### config.mk
export PLATFORM = sky130hd
export DESIGN_NAME = positional_list_store_top_flat
export DESIGN_NICKNAME = d
export VERILOG_FILES = /design/src/design/pls_pkg.sv /design/src/design/pls_req_if.sv /design/src/design/pls_rsp_if.sv /design/src/design/pls_cell.sv /design/src/design/pls_chain.sv /design/src/design/positional_list_store_top.sv /design/src/flat_wrapper.sv
export SDC_FILE = /design/constraint.sdc
export NUM_CORES = 1
export LEC_CHECK = 0
export BUFFER_PORTS_ARGS = -buffer_cell sky130_fd_sc_hd__buf_2
export CAP_MARGIN = 0
export CORE_MARGIN = 10
export CORE_UTILIZATION = 58
export CTS_CLUSTER_DIAMETER = 200
export DETAILED_ROUTE_END_ITERATION = 16
export HOLD_SLACK_MARGIN = 0.06
export PLACE_DENSITY = 0.79
export SYNTH_ARGS = -nofsm -noshare
export SYNTH_HDL_FRONTEND = slang
export SYNTH_SLANG_ARGS = --single-unit
### constraint.sdc
create_clock -name clock -period 5.8 [get_ports clock]
set_input_delay 0.29 -clock clock [delete_from_list [all_inputs] [get_ports clock]]
set_output_delay 0.29 -clock clock [all_outputs]
set_load 0.005 [all_outputs]
### src/design/pls_pkg.sv
// Package for the positional list store: shared constants, operation and
// status codes, and the per-cell shift select.
// Used by the interfaces, the cell, the cell row and the top level.
`default_nettype none

package pls_pkg;

   localparam int CAPACITY_DEF = 16;
   localparam int VAL_W        = 32;
   localparam int POS_W        = 8;
   localparam int OP_W         = 3;
   localparam int ST_W         = 2;

   typedef enum logic [OP_W-1:0] {
      OP_INS_FRONT = 3'd0,
      OP_INS_BACK  = 3'd1,
      OP_INS_AT    = 3'd2,
      OP_DEL_FRONT = 3'd3,
      OP_DEL_BACK  = 3'd4,
      OP_DEL_AT    = 3'd5,
      OP_DUMP_FWD  = 3'd6,
      OP_DUMP_REV  = 3'd7
   } op_type;

   typedef enum logic [ST_W-1:0] {
      ST_OK    = 2'd0,
      ST_POS   = 2'd1,
      ST_EMPTY = 2'd2,
      ST_FULL  = 2'd3
   } status_type;

   // Command broadcast to the whole row of cells.
   typedef enum logic [2:0] {
      CH_HOLD   = 3'd0,
      CH_INSERT = 3'd1,
      CH_DELETE = 3'd2,
      CH_ROT_L  = 3'd3,
      CH_ROT_R  = 3'd4
   } chain_cmd_type;

   // What one cell loads in a cycle.
   typedef enum logic [1:0] {
      SEL_HOLD  = 2'd0,
      SEL_LEFT  = 2'd1,
      SEL_RIGHT = 2'd2,
      SEL_NEW   = 2'd3
   } cell_sel_type;

endpackage

`default_nettype wire

### src/design/pls_req_if.sv
// Request channel interface of the positional list store.
// Depends on pls_pkg for field widths.
`default_nettype none

interface pls_req_if;
   import pls_pkg::*;

   logic             valid;
   logic             ready;
   logic [OP_W-1:0]  operation;
   logic [VAL_W-1:0] value;
   logic [POS_W-1:0] position;

   modport source (output valid, output operation, output value, output position,
                   input ready);
   modport sink   (input valid, input operation, input value, input position,
                   output ready);
endinterface

`default_nettype wire

### src/design/pls_rsp_if.sv
// Response channel interface of the positional list store.
// Depends on pls_pkg for field widths; CNT_W follows the list capacity.
`default_nettype none

interface pls_rsp_if #(
   parameter int CNT_W = $clog2(pls_pkg::CAPACITY_DEF + 1)
);
   import pls_pkg::*;

   logic             valid;
   logic             ready;
   logic [ST_W-1:0]  status;
   logic [VAL_W-1:0] element;
   logic             is_last;
   logic [CNT_W-1:0] count;

   modport source (output valid, output status, output element, output is_last,
                   output count, input ready);
   modport sink   (input valid, input status, input element, input is_last,
                   input count, output ready);
endinterface

`default_nettype wire

### src/design/pls_cell.sv
// One storage cell of the list row: holds a value or loads it from its left
// neighbor, its right neighbor or the broadcast data. Depends on pls_pkg.
`default_nettype none

module pls_cell (
   input  wire logic                      clock,
   input  wire pls_pkg::cell_sel_type     sel,
   input  wire logic [pls_pkg::VAL_W-1:0] left_d,
   input  wire logic [pls_pkg::VAL_W-1:0] right_d,
   input  wire logic [pls_pkg::VAL_W-1:0] new_d,
   output logic      [pls_pkg::VAL_W-1:0] q
);
   import pls_pkg::*;

   logic [VAL_W-1:0] data_ff;
   logic [VAL_W-1:0] data_in;

   always_comb begin
      case (sel)
         SEL_HOLD:  data_in = data_ff;
         SEL_LEFT:  data_in = left_d;
         SEL_RIGHT: data_in = right_d;
         SEL_NEW:   data_in = new_d;
         default:   data_in = data_ff;
      endcase
   end

   always_ff @(posedge clock) begin
      data_ff <= data_in;
   end

   assign q = data_ff;

endmodule

`default_nettype wire

### src/design/pls_chain.sv
// Row of CAPACITY cells, element 1 in cell 0. Decodes the broadcast
// command into a per-cell select and exposes the first and last element.
// Depends on pls_pkg and pls_cell.
`default_nettype none

module pls_chain #(
   parameter int CAPACITY = pls_pkg::CAPACITY_DEF,
   parameter int LEN_W    = $clog2(CAPACITY + 1),
   parameter int IDX_W    = (CAPACITY > 1) ? $clog2(CAPACITY) : 1
) (
   input  wire logic                      clock,
   input  wire pls_pkg::chain_cmd_type    cmd,
   input  wire logic [IDX_W-1:0]          idx,
   input  wire logic [LEN_W-1:0]          len,
   input  wire logic [pls_pkg::VAL_W-1:0] new_d,
   output logic      [pls_pkg::VAL_W-1:0] head,
   output logic      [pls_pkg::VAL_W-1:0] tail
);
   import pls_pkg::*;

   logic [VAL_W-1:0] cell_q [CAPACITY];
   logic [IDX_W-1:0] tail_idx;

   // tail is read only while the list holds at least one element
   assign tail_idx = IDX_W'(len - LEN_W'(1));
   assign head     = cell_q[0];
   assign tail     = cell_q[tail_idx];

   for (genvar i = 0; i < CAPACITY; i++) begin : g_cell
      localparam logic [IDX_W-1:0] MY_IDX  = IDX_W'(i);
      localparam logic [LEN_W-1:0] MY_NEXT = LEN_W'(i + 1);

      cell_sel_type     sel;
      logic [VAL_W-1:0] left_d;
      logic [VAL_W-1:0] right_d;

      assign left_d  = (i == 0) ? new_d : cell_q[(i == 0) ? 0 : i - 1];
      assign right_d = (i == CAPACITY - 1) ? cell_q[i] : cell_q[(i == CAPACITY - 1) ? i : i + 1];

      always_comb begin
         case (cmd)
            CH_INSERT: begin
               if (MY_IDX < idx)       sel = SEL_HOLD;
               else if (MY_IDX == idx) sel = SEL_NEW;
               else                    sel = SEL_LEFT;
            end
            CH_DELETE: begin
               if (MY_IDX < idx) sel = SEL_HOLD;
               else              sel = SEL_RIGHT;
            end
            // rotate toward cell 0 inside the occupied part
            CH_ROT_L: begin
               if (MY_NEXT < len)       sel = SEL_RIGHT;
               else if (MY_NEXT == len) sel = SEL_NEW;
               else                     sel = SEL_HOLD;
            end
            // rotate away from cell 0 inside the occupied part
            CH_ROT_R: begin
               if (i == 0)               sel = SEL_NEW;
               else if (MY_NEXT <= len)  sel = SEL_LEFT;
               else                      sel = SEL_HOLD;
            end
            default: sel = SEL_HOLD;
         endcase
      end

      pls_cell u_cell (
         .clock   (clock),
         .sel     (sel),
         .left_d  (left_d),
         .right_d (right_d),
         .new_d   (new_d),
         .q       (cell_q[i])
      );
   end

endmodule

`default_nettype wire

### src/design/positional_list_store_top.sv
// Positional list store: bounded ordered list of signed 32-bit values.
// Request channel (req_if): operation, value, position; a transfer is taken
// when valid and ready are both high. Response channel (rsp_if): status,
// element, is_last, count.
// An insert or delete is done in the cycle of its transfer; its single
// response (is_last set) is in the output register on the next cycle.
// Updates therefore run at one per cycle while responses are taken.
// A dump of N elements gives N responses, one per cycle while responses are
// taken, by rotating the cell row one place per response (N rotations restore
// the order); no request is taken until the last one is loaded. A dump of an
// empty list gives one response with status empty.
// When the receiver stalls, the output register holds its response and
// requests and dump steps wait until it frees up.
// Synchronous reset empties the list and drops any pending response; cell
// contents are not cleared.
// Depends on pls_pkg, pls_req_if, pls_rsp_if, pls_chain.
`default_nettype none

module positional_list_store_top #(
   parameter int CAPACITY = pls_pkg::CAPACITY_DEF,
   parameter int LEN_W    = $clog2(CAPACITY + 1),
   parameter int IDX_W    = (CAPACITY > 1) ? $clog2(CAPACITY) : 1
) (
   input  wire logic  clock,
   input  wire logic  reset,
   pls_req_if.sink    req_if,
   pls_rsp_if.source  rsp_if
);
   import pls_pkg::*;

   localparam int CMP_W = POS_W + 1;

   typedef enum logic [1:0] {
      S_IDLE = 2'b01,
      S_DUMP = 2'b10
   } state_type;

   state_type        state_ff, state_in;
   logic [LEN_W-1:0] len_ff, len_in;
   logic             rev_ff, rev_in;
   logic [LEN_W-1:0] left_ff, left_in;

   logic             rsp_valid_ff, rsp_valid_in;
   status_type       status_ff, status_in;
   logic [VAL_W-1:0] element_ff, element_in;
   logic             last_ff, last_in;
   logic [LEN_W-1:0] count_ff, count_in;

   logic             out_free;
   logic             accept;
   op_type           op;
   logic [CMP_W-1:0] pos_c;
   logic [CMP_W-1:0] len_c;
   logic             full;
   logic             empty;

   chain_cmd_type    cmd;
   logic [IDX_W-1:0] idx;
   logic [VAL_W-1:0] new_d;
   logic [VAL_W-1:0] head;
   logic [VAL_W-1:0] tail;

   assign out_free      = !rsp_valid_ff || rsp_if.ready;
   assign req_if.ready  = (state_ff == S_IDLE) && out_free;
   assign accept        = req_if.valid && req_if.ready;
   assign op            = op_type'(req_if.operation);
   assign pos_c         = CMP_W'(req_if.position);
   assign len_c         = CMP_W'(len_ff);
   assign full          = (len_ff == LEN_W'(CAPACITY));
   assign empty         = (len_ff == '0);

   always_comb begin
      state_in     = state_ff;
      len_in       = len_ff;
      rev_in       = rev_ff;
      left_in      = left_ff;
      rsp_valid_in = rsp_valid_ff && !rsp_if.ready;
      status_in    = status_ff;
      element_in   = element_ff;
      last_in      = last_ff;
      count_in     = count_ff;
      cmd          = CH_HOLD;
      idx          = '0;
      new_d        = req_if.value;

      if (state_ff == S_DUMP) begin
         if (out_free) begin
            rsp_valid_in = 1'b1;
            status_in    = ST_OK;
            element_in   = rev_ff ? tail : head;
            last_in      = (left_ff == LEN_W'(1));
            count_in     = len_ff;
            cmd          = rev_ff ? CH_ROT_R : CH_ROT_L;
            new_d        = rev_ff ? tail : head;
            left_in      = left_ff - LEN_W'(1);
            if (left_ff == LEN_W'(1)) state_in = S_IDLE;
         end
      end else if (accept) begin
         rsp_valid_in = 1'b1;
         status_in    = ST_OK;
         element_in   = '0;
         last_in      = 1'b1;
         case (op)
            OP_INS_FRONT, OP_INS_BACK, OP_INS_AT: begin
               if (op == OP_INS_AT &&
                   (pos_c == '0 || pos_c > len_c + CMP_W'(1))) begin
                  status_in = ST_POS;
               end else if (full) begin
                  status_in = ST_FULL;
               end else begin
                  cmd    = CH_INSERT;
                  len_in = len_ff + LEN_W'(1);
                  if (op == OP_INS_FRONT)     idx = '0;
                  else if (op == OP_INS_BACK) idx = IDX_W'(len_ff);
                  else                        idx = IDX_W'(pos_c - CMP_W'(1));
               end
            end
            OP_DEL_FRONT, OP_DEL_BACK: begin
               if (empty) begin
                  status_in = ST_EMPTY;
               end else begin
                  cmd    = CH_DELETE;
                  len_in = len_ff - LEN_W'(1);
                  idx    = (op == OP_DEL_FRONT) ? '0 : IDX_W'(len_ff - LEN_W'(1));
               end
            end
            OP_DEL_AT: begin
               if (pos_c == '0 || pos_c > len_c) begin
                  status_in = ST_POS;
               end else begin
                  cmd    = CH_DELETE;
                  len_in = len_ff - LEN_W'(1);
                  idx    = IDX_W'(pos_c - CMP_W'(1));
               end
            end
            OP_DUMP_FWD, OP_DUMP_REV: begin
               if (empty) begin
                  status_in = ST_EMPTY;
               end else begin
                  // first element goes out with the transfer itself
                  rev_in     = (op == OP_DUMP_REV);
                  element_in = (op == OP_DUMP_REV) ? tail : head;
                  new_d      = (op == OP_DUMP_REV) ? tail : head;
                  cmd        = (op == OP_DUMP_REV) ? CH_ROT_R : CH_ROT_L;
                  last_in    = (len_ff == LEN_W'(1));
                  left_in    = len_ff - LEN_W'(1);
                  if (len_ff != LEN_W'(1)) state_in = S_DUMP;
               end
            end
            default: status_in = ST_OK;
         endcase
         count_in = len_in;
      end
   end

   pls_chain #(
      .CAPACITY (CAPACITY),
      .LEN_W    (LEN_W),
      .IDX_W    (IDX_W)
   ) u_chain (
      .clock (clock),
      .cmd   (cmd),
      .idx   (idx),
      .len   (len_ff),
      .new_d (new_d),
      .head  (head),
      .tail  (tail)
   );

   always_ff @(posedge clock) begin
      if (reset) begin
         state_ff     <= S_IDLE;
         len_ff       <= '0;
         rsp_valid_ff <= 1'b0;
      end else begin
         state_ff     <= state_in;
         len_ff       <= len_in;
         rsp_valid_ff <= rsp_valid_in;
      end
   end

   always_ff @(posedge clock) begin
      rev_ff     <= rev_in;
      left_ff    <= left_in;
      status_ff  <= status_in;
      element_ff <= element_in;
      last_ff    <= last_in;
      count_ff   <= count_in;
   end

   assign rsp_if.valid   = rsp_valid_ff;
   assign rsp_if.status  = status_ff;
   assign rsp_if.element = element_ff;
   assign rsp_if.is_last = last_ff;
   assign rsp_if.count   = count_ff;

endmodule

`default_nettype wire
### src/flat_wrapper.sv
// flat-port wrapper written by rule: the top's interface ports become plain ports
module positional_list_store_top_flat import pls_pkg::*;
#(
   parameter int CAPACITY = pls_pkg::CAPACITY_DEF,
   parameter int LEN_W    = $clog2(CAPACITY + 1),
   parameter int IDX_W    = (CAPACITY > 1) ? $clog2(CAPACITY) : 1
)
  (clock, reset, req_if_valid, req_if_operation, req_if_value, req_if_position, req_if_ready, rsp_if_valid, rsp_if_status, rsp_if_element, rsp_if_is_last, rsp_if_count, rsp_if_ready);
  pls_req_if req_if_i ();
  pls_rsp_if rsp_if_i ();
  input  wire logic clock;
  input  wire logic reset;
  input wire logic [$bits(req_if_i.valid)-1:0] req_if_valid;
  input wire logic [$bits(req_if_i.operation)-1:0] req_if_operation;
  input wire logic [$bits(req_if_i.value)-1:0] req_if_value;
  input wire logic [$bits(req_if_i.position)-1:0] req_if_position;
  output wire logic [$bits(req_if_i.ready)-1:0] req_if_ready;
  output wire logic [$bits(rsp_if_i.valid)-1:0] rsp_if_valid;
  output wire logic [$bits(rsp_if_i.status)-1:0] rsp_if_status;
  output wire logic [$bits(rsp_if_i.element)-1:0] rsp_if_element;
  output wire logic [$bits(rsp_if_i.is_last)-1:0] rsp_if_is_last;
  output wire logic [$bits(rsp_if_i.count)-1:0] rsp_if_count;
  input wire logic [$bits(rsp_if_i.ready)-1:0] rsp_if_ready;
  assign req_if_i.valid = req_if_valid;
  assign req_if_i.operation = req_if_operation;
  assign req_if_i.value = req_if_value;
  assign req_if_i.position = req_if_position;
  assign req_if_ready = req_if_i.ready;
  assign rsp_if_valid = rsp_if_i.valid;
  assign rsp_if_status = rsp_if_i.status;
  assign rsp_if_element = rsp_if_i.element;
  assign rsp_if_is_last = rsp_if_i.is_last;
  assign rsp_if_count = rsp_if_i.count;
  assign rsp_if_i.ready = rsp_if_ready;
  positional_list_store_top #(.CAPACITY(CAPACITY), .LEN_W(LEN_W), .IDX_W(IDX_W)) u_core (.clock(clock), .reset(reset), .req_if(req_if_i), .rsp_if(rsp_if_i));
endmodule
Word level (Yosys, flattened, before mapping):

Index checks and enable logic that the tools add are counted.

* bits in registers: 566
* bits in latches: 0
* RAM bits: 0
* memory bits (read-only): 0
* input port bits: 47
* output and inout bits: 42
* logic and storage cells: 424
* memories kept: 0

* add/subtract/negate cells: 5
* multiply operators: 0
* divide/modulo/power cells: 0
* order comparisons: 50
* equality and inequality tests: 99
* shift-type cells: 0
* multiplexer cells: 199
* bitwise operators: 3
* reduce and logical (&&, ||, !) cells: 43

Operators by type and width (count)
* $pmux 32 s3: 14
* $mux 32: 14
* $mux 2: 95
* $bmux 32 s4: 1
* $pmux 2 s4: 16
* $pmux 32 s2: 2
* $eq 2x2->1 const B: 33
* $mux 5: 12
* $eq 4x5->1 const A: 8
* $le 4x5->1 const A: 8
* $lt 4x5->1 const A: 8
* $mux 4: 9
* $eq 2x1->1 const B: 17
* $eq 4x4->1 const A: 8
* $logic_not 2->1: 16
* $lt 4x4->1 const A: 8
* $mux 1: 25
* $mux 3: 7
* $eq 3x5->1 const A: 4
* $le 3x5->1 const A: 4
* $lt 3x5->1 const A: 4
* $eq 3x4->1 const A: 4
* $lt 3x4->1 const A: 4
* $eq 3x3->1 const B: 5
* other kinds (46): 73

Longest topological paths before layout:

* word-level depth: 15
* gate-level depth with buffers: 21
* depth with buffers taken out: 14

By module:

From an unflattened synthesis, not the netlist that was laid out.

* cells, all modules: 3180
* area, all modules: 35716.8 µm²

Modules (own cells, without submodules)
* pls_cell: instances 16, cells each 140, area each 1672.9 µm², seq. area each 960.9 µm²
* pls_chain: instances 1, cells each 509, area each 5108.6 µm², seq. area each 0.0 µm²
* positional_list_store_top: instances 1, cells each 431, area each 3842.4 µm², seq. area each 1541.5 µm²

Worst setup path before layout:

No wires, ideal clock.

* kind: register to register
* start: register u_core.len_ff[0]
* end: register u_core.u_chain.g_cell[15].u_cell.data_ff[10] (data pin)
* setup time: 0.260 ns
* arrival time: 5.964 ns
* data required time: 5.540 ns
* slack: -0.424 ns
* cell stages (with the launch flop): 20
* buffers on the path: 6
* clock period less this slack: 6.224 ns
* path through: dfxtp_1 > clkbuf_1 > buf_2 > inv_1 > ha_1 > clkbuf_1 > clkbuf_1 > clkbuf_1 > inv_1 > ha_1 > nor2b_1 > o211ai_1 > a21oi_1 > o221a_2 > nor3_2 > nand2_1 > o21ai_0 > o31a_1 > buf_2 > mux2_2

* cells in the longest elaborated chain, start to end: 14
* elaborated cells between the ends (all ways): 57
* those cells by class: 2 x add/sub; 5 x order compare; 9 x eq/ne; 36 x mux; 1 x bitwise; 4 x reduce/logical

Ends and longest elaborated chain
* start: declaration: line positional_list_store_top.sv:39 `logic [LEN_W-1:0] len_ff, len_in;`
* start signal: assignment: line positional_list_store_top.sv:177 `len_ff <= len_in;`
* branches (longest 13 deep; another with $gt 8x6->1)
* $pmux 32 s2 (*): line pls_cell.sv:19 `case (sel)`
* named net u_core.u_chain.g_cell[15].u_cell.data_in[10]: line pls_cell.sv:16 `logic [VAL_W-1:0] data_in;`
* end signal: assignment: line pls_cell.sv:29 `data_ff <= data_in;`
* end: declaration: line pls_cell.sv:15 `logic [VAL_W-1:0] data_ff;`

Mark *: on every way through the listed nets, which the timed path passes. The select of a mux whose other input is x is not followed.
A chain may end at the register's enable or synchronous reset.

Final worst setup path:

* start: register u_core.len_ff[1]
* end: register u_core.u_chain.g_cell[13].u_cell.data_ff[4] (data pin)

* cells in the longest elaborated chain, start to end: 14
* elaborated cells between the ends (all ways): 58
* those cells by class: 2 x add/sub; 5 x order compare; 10 x eq/ne; 36 x mux; 1 x bitwise; 4 x reduce/logical

Ends and longest elaborated chain (line)
* branches (longest 13 deep; another with $gt 8x6->1)
* $pmux 32 s3 (*): pls_cell.sv:19
* named net u_core.u_chain.g_cell[13].u_cell.data_in[4]: pls_cell.sv:16
* end signal: assignment: pls_cell.sv:29
* end: declaration: pls_cell.sv:15

Marked as above.

==> run metrics <==
status=finished, final reports clean; Synth Area per Inst=13.0 um2; FMAX=193 MHz; DIE HEIGHT=266 um; WP data arrival=5.58 ns; Clock Pin Slew Worst Setup and Hold Paths=0.06 ns; Synth Register Bits=566; worst hold path type=input port to flip-flop; Slew @ Worst Pin=1.46 ns; Critical path origin=u_core.len_ff[1]; M2 GR Usage=48.8%; top_reg_cell synth=edfxtp_1; largest family of logic cells by synthesized area=multiplexers; pre-CTS setup slack=0.961 ns; first-pass GRT wire length=168000 um; final worst path period share=89.5%; Post-DP HPWL=68200 um; grt met1 use=41.4%; Overflow after GRT=0; full die area=70600 um2; drt pass-1 iters=6; crit-path max FO=132; sequential cell area fraction in the yosys report=48.3%; Hold Vio Cnt, Final=0; CTS Buffer Depth=3; mux cell area share after synthesis=32.4%; min cycle time layout=5.19 ns; initial antenna violation count=0; share of post-route cells with drive strength above 1=32.7%; Filler cells=4266; DR WL/cell=32.4 um; Max stage delay on crit path=0.95 ns; Syn Nets=2767; WS Path Type=flip-flop to flip-flop; Post-CTS Setup Bufs=0; complex-gate fraction of the synthesized area=8.75%; DRC viols=0; gpl congestion=0.936; hold_sp=req_if_value[6]; ANT cells=0; largest net degree at the start of global routing=133; grt peak-use layer=met2; post-route setup TNS=0 ns; top post-synthesis cells by area=edfxtp_1 48%, mux2_2 13%, mux4_2 10%; synthesized instance count=2700; Synth Area in Simple Gates=6.30%; CTS Sinks=566; Synth top area share=47.9%; slowest stage cell, crit path=o22ai_4; H-tree Lvls=2; Synth area leader=edfxtp_1; Core Rows=89; Setup WS post-layout=0.606 ns; Final setup violation count=0; Total GRT Usage=31.6%; Rel. slew slack=2.74%; core area=59400 um2; CP startpoint kind=flip-flop; WP buf/inv=5; RSZ-0062 raised after global routing=false; Max Cap Violations=0; starting DRC count in detailed routing=4284; fin. max-slew vios=0; yosys warns=0; TritonCTS buffer count=59; starting density of the core=59.0%; mapped cell area=35000 um2; number of synthesized flops with an enable pin=558; RR Startpoint=u_core.len_ff[1]; grt met3 use=8.72%; Clock Skew=0.0238 ns; PwrDens=360 nW/um2; Post-Synth Adder-Cell Area=0.715%; IO Pins=89; antenna-violating nets left=0; required time of the critical path=6.19 ns; Clk Latency, worst-skew pair=0.65 ns; leakage power=13.9 nW; fin nets=2790; total number of vias=26096; Final Cell Area=38600 um2; Area after DPL=36700 um2; Top delay family on crit path=buffers and inverters; chip width=266 um; vias per cell=7.37; ys async rst share=0%; maximum vdd drop=0.000331 V; final wirelength=115000 um; crit path cell chain=inv_1 > ha_4 > buf_12 > or4_1 > inv_2 > a31oi_1 > and2_1 > nor4_2 > buf_4 > o22ai_4 > buf_4 > mux2_2 > mux2_2; Worst setup EP type=flip-flop; Distinct cells, synth=94; IO Port Bufs=88; vias in the first global route=25787; Synth Area in XOR/XNOR=0.322%; Root Driver=clkbuf_16; CTS tree=yes; area delta synth->final=10.4%
[path summary, 6_finish.rpt]
check / slack [ns] / endpoint / cells after the start
setup / recovery: 0.61 / u_core.u_chain.g_cell[13].u_cell.q[4] / 13
hold / removal: 0.08 / u_core.u_chain.g_cell[0].u_cell.q[6] / 3
setup reg to reg: 0.61 / u_core.u_chain.g_cell[13].u_cell.q[4] / 13
hold reg to reg: 0.55 / u_core.rsp_if.valid / 2
[metal layers]
metal  routed length, um  vias up
met4                5170        0
met1               41500    12898
met3               16200      384
li1                    -    10549
met2               51600     2265
met5                   0        -
[synthesized netlist by cell type (8+ instances only)]
master	n
mux4_2	160
a22o_1	33
nand3_1	10
buf_1	17
nand2_1	237
a22oi_1	31
nor3_1	11
buf_2	71
mux2_1	88
o21ai_1	39
ha_1	20
dfxtp_1	8
inv_1	18
nand2b_1	9
clkbuf_1	127
a21oi_1	136
nor2b_1	9
o21ai_0	120
mux2_2	397
nor2_1	172
mux2i_1	226
buf_4	10
a31oi_1	37
edfxtp_1	558
[area by class of cell]
cell class	instances	area, um2	area share (%)
Clock buffer	72	1570	4.06
Clock inverter	33	329	0.851
Inverter	21	78.8	0.204
Multi-Input combinational cell	1881	17300	44.6
Sequential cell	566	16900	43.8
Tap cell	773	967	2.50
Timing Repair Buffer	194	1530	3.96
[stage by stage]
stage / hold slack, ns / cells / power (mW) / utilization [%]
3_3_place_gp: 0.509 / 3433 / 9.76 / 61.9
6_report: 0.0784 / 3540 / 13.9 / 65.1
5_1_grt: 0.102 / 3540 / 14.3 / 65.1
2_1_floorplan: 0.359 / 2700 / 8.48 / -
3_5_place_dp: 0.540 / 3433 / 9.93 / 61.9
4_1_cts: 0.0694 / 3540 / 13.7 / 65.1
[sequential cells by signal, indices dropped and copies added (netlist names)]
name,flops
u_core.rsp_if.is_last,1
u_core.rsp_if.status,2
u_core.u_chain.g_cell.u_cell.q,512
u_core.rsp_if.count,5
u_core.left_ff,5
u_core.rsp_if.valid,1
u_core.rsp_if.element,32
u_core.rev_ff,1
u_core.len_ff,5
u_core.state_ff,2
[tightest hold or removal path: stages]
cell	delay [ns]
buf_2	0.08
a22oi_1	0.07
a31oi_1	0.16
[cell usage in the layout (no fill, tap or decap), drive strengths merged, types with 5 or more instances in the layout]
cell type	netlist	final
edfxtp	558	558
mux2	485	485
nand2	237	237
mux2i	226	226
buf	105	192
nor2	174	174
mux4	160	160
o21ai	159	159
a21oi	137	137
clkbuf	127	72
a31oi	39	39
a22o	33	33
a22oi	33	33
clkinv	1	26
ha	20	20
inv	20	20
nor3	14	14
nand3	10	10
nor2b	9	9
nand2b	9	9
xnor2	8	8
dfxtp	8	8
bufinv	0	7
or2	7	7
and2	6	6
o2111ai	6	6
o211ai	6	6
a21o	6	6
or3	5	5
o22ai	5	5
[what timing repair did]
| item | in CTS | in global routing |
|---|---|---|
| hold buffers | 2 | 0 |
| setup endpoints to repair | 0 | 0 |
| gates resized for setup | 0 | 0 |
| hold endpoints to repair | 8 | 0 |
[cells by family (layout without fill, tap and decap cells)]
group / count (synthesis) / in the layout
compound gates: 479 / 479
mux: 871 / 871
simple gates: 499 / 499
flops: 566 / 566
buf+inv: 253 / 320
fa+ha+maj: 20 / 20
xor+xnor: 12 / 12
[power breakdown]
part / internal (mW) / switching [mW] / total (mW)
clock network: 2.21 / 1.65 / 3.86
logic: 1.76 / 2.39 / 4.15
registers: 5.43 / 0.468 / 5.90
total: 9.40 / 4.50 / 13.9
(Power assumes the default switching activity.)
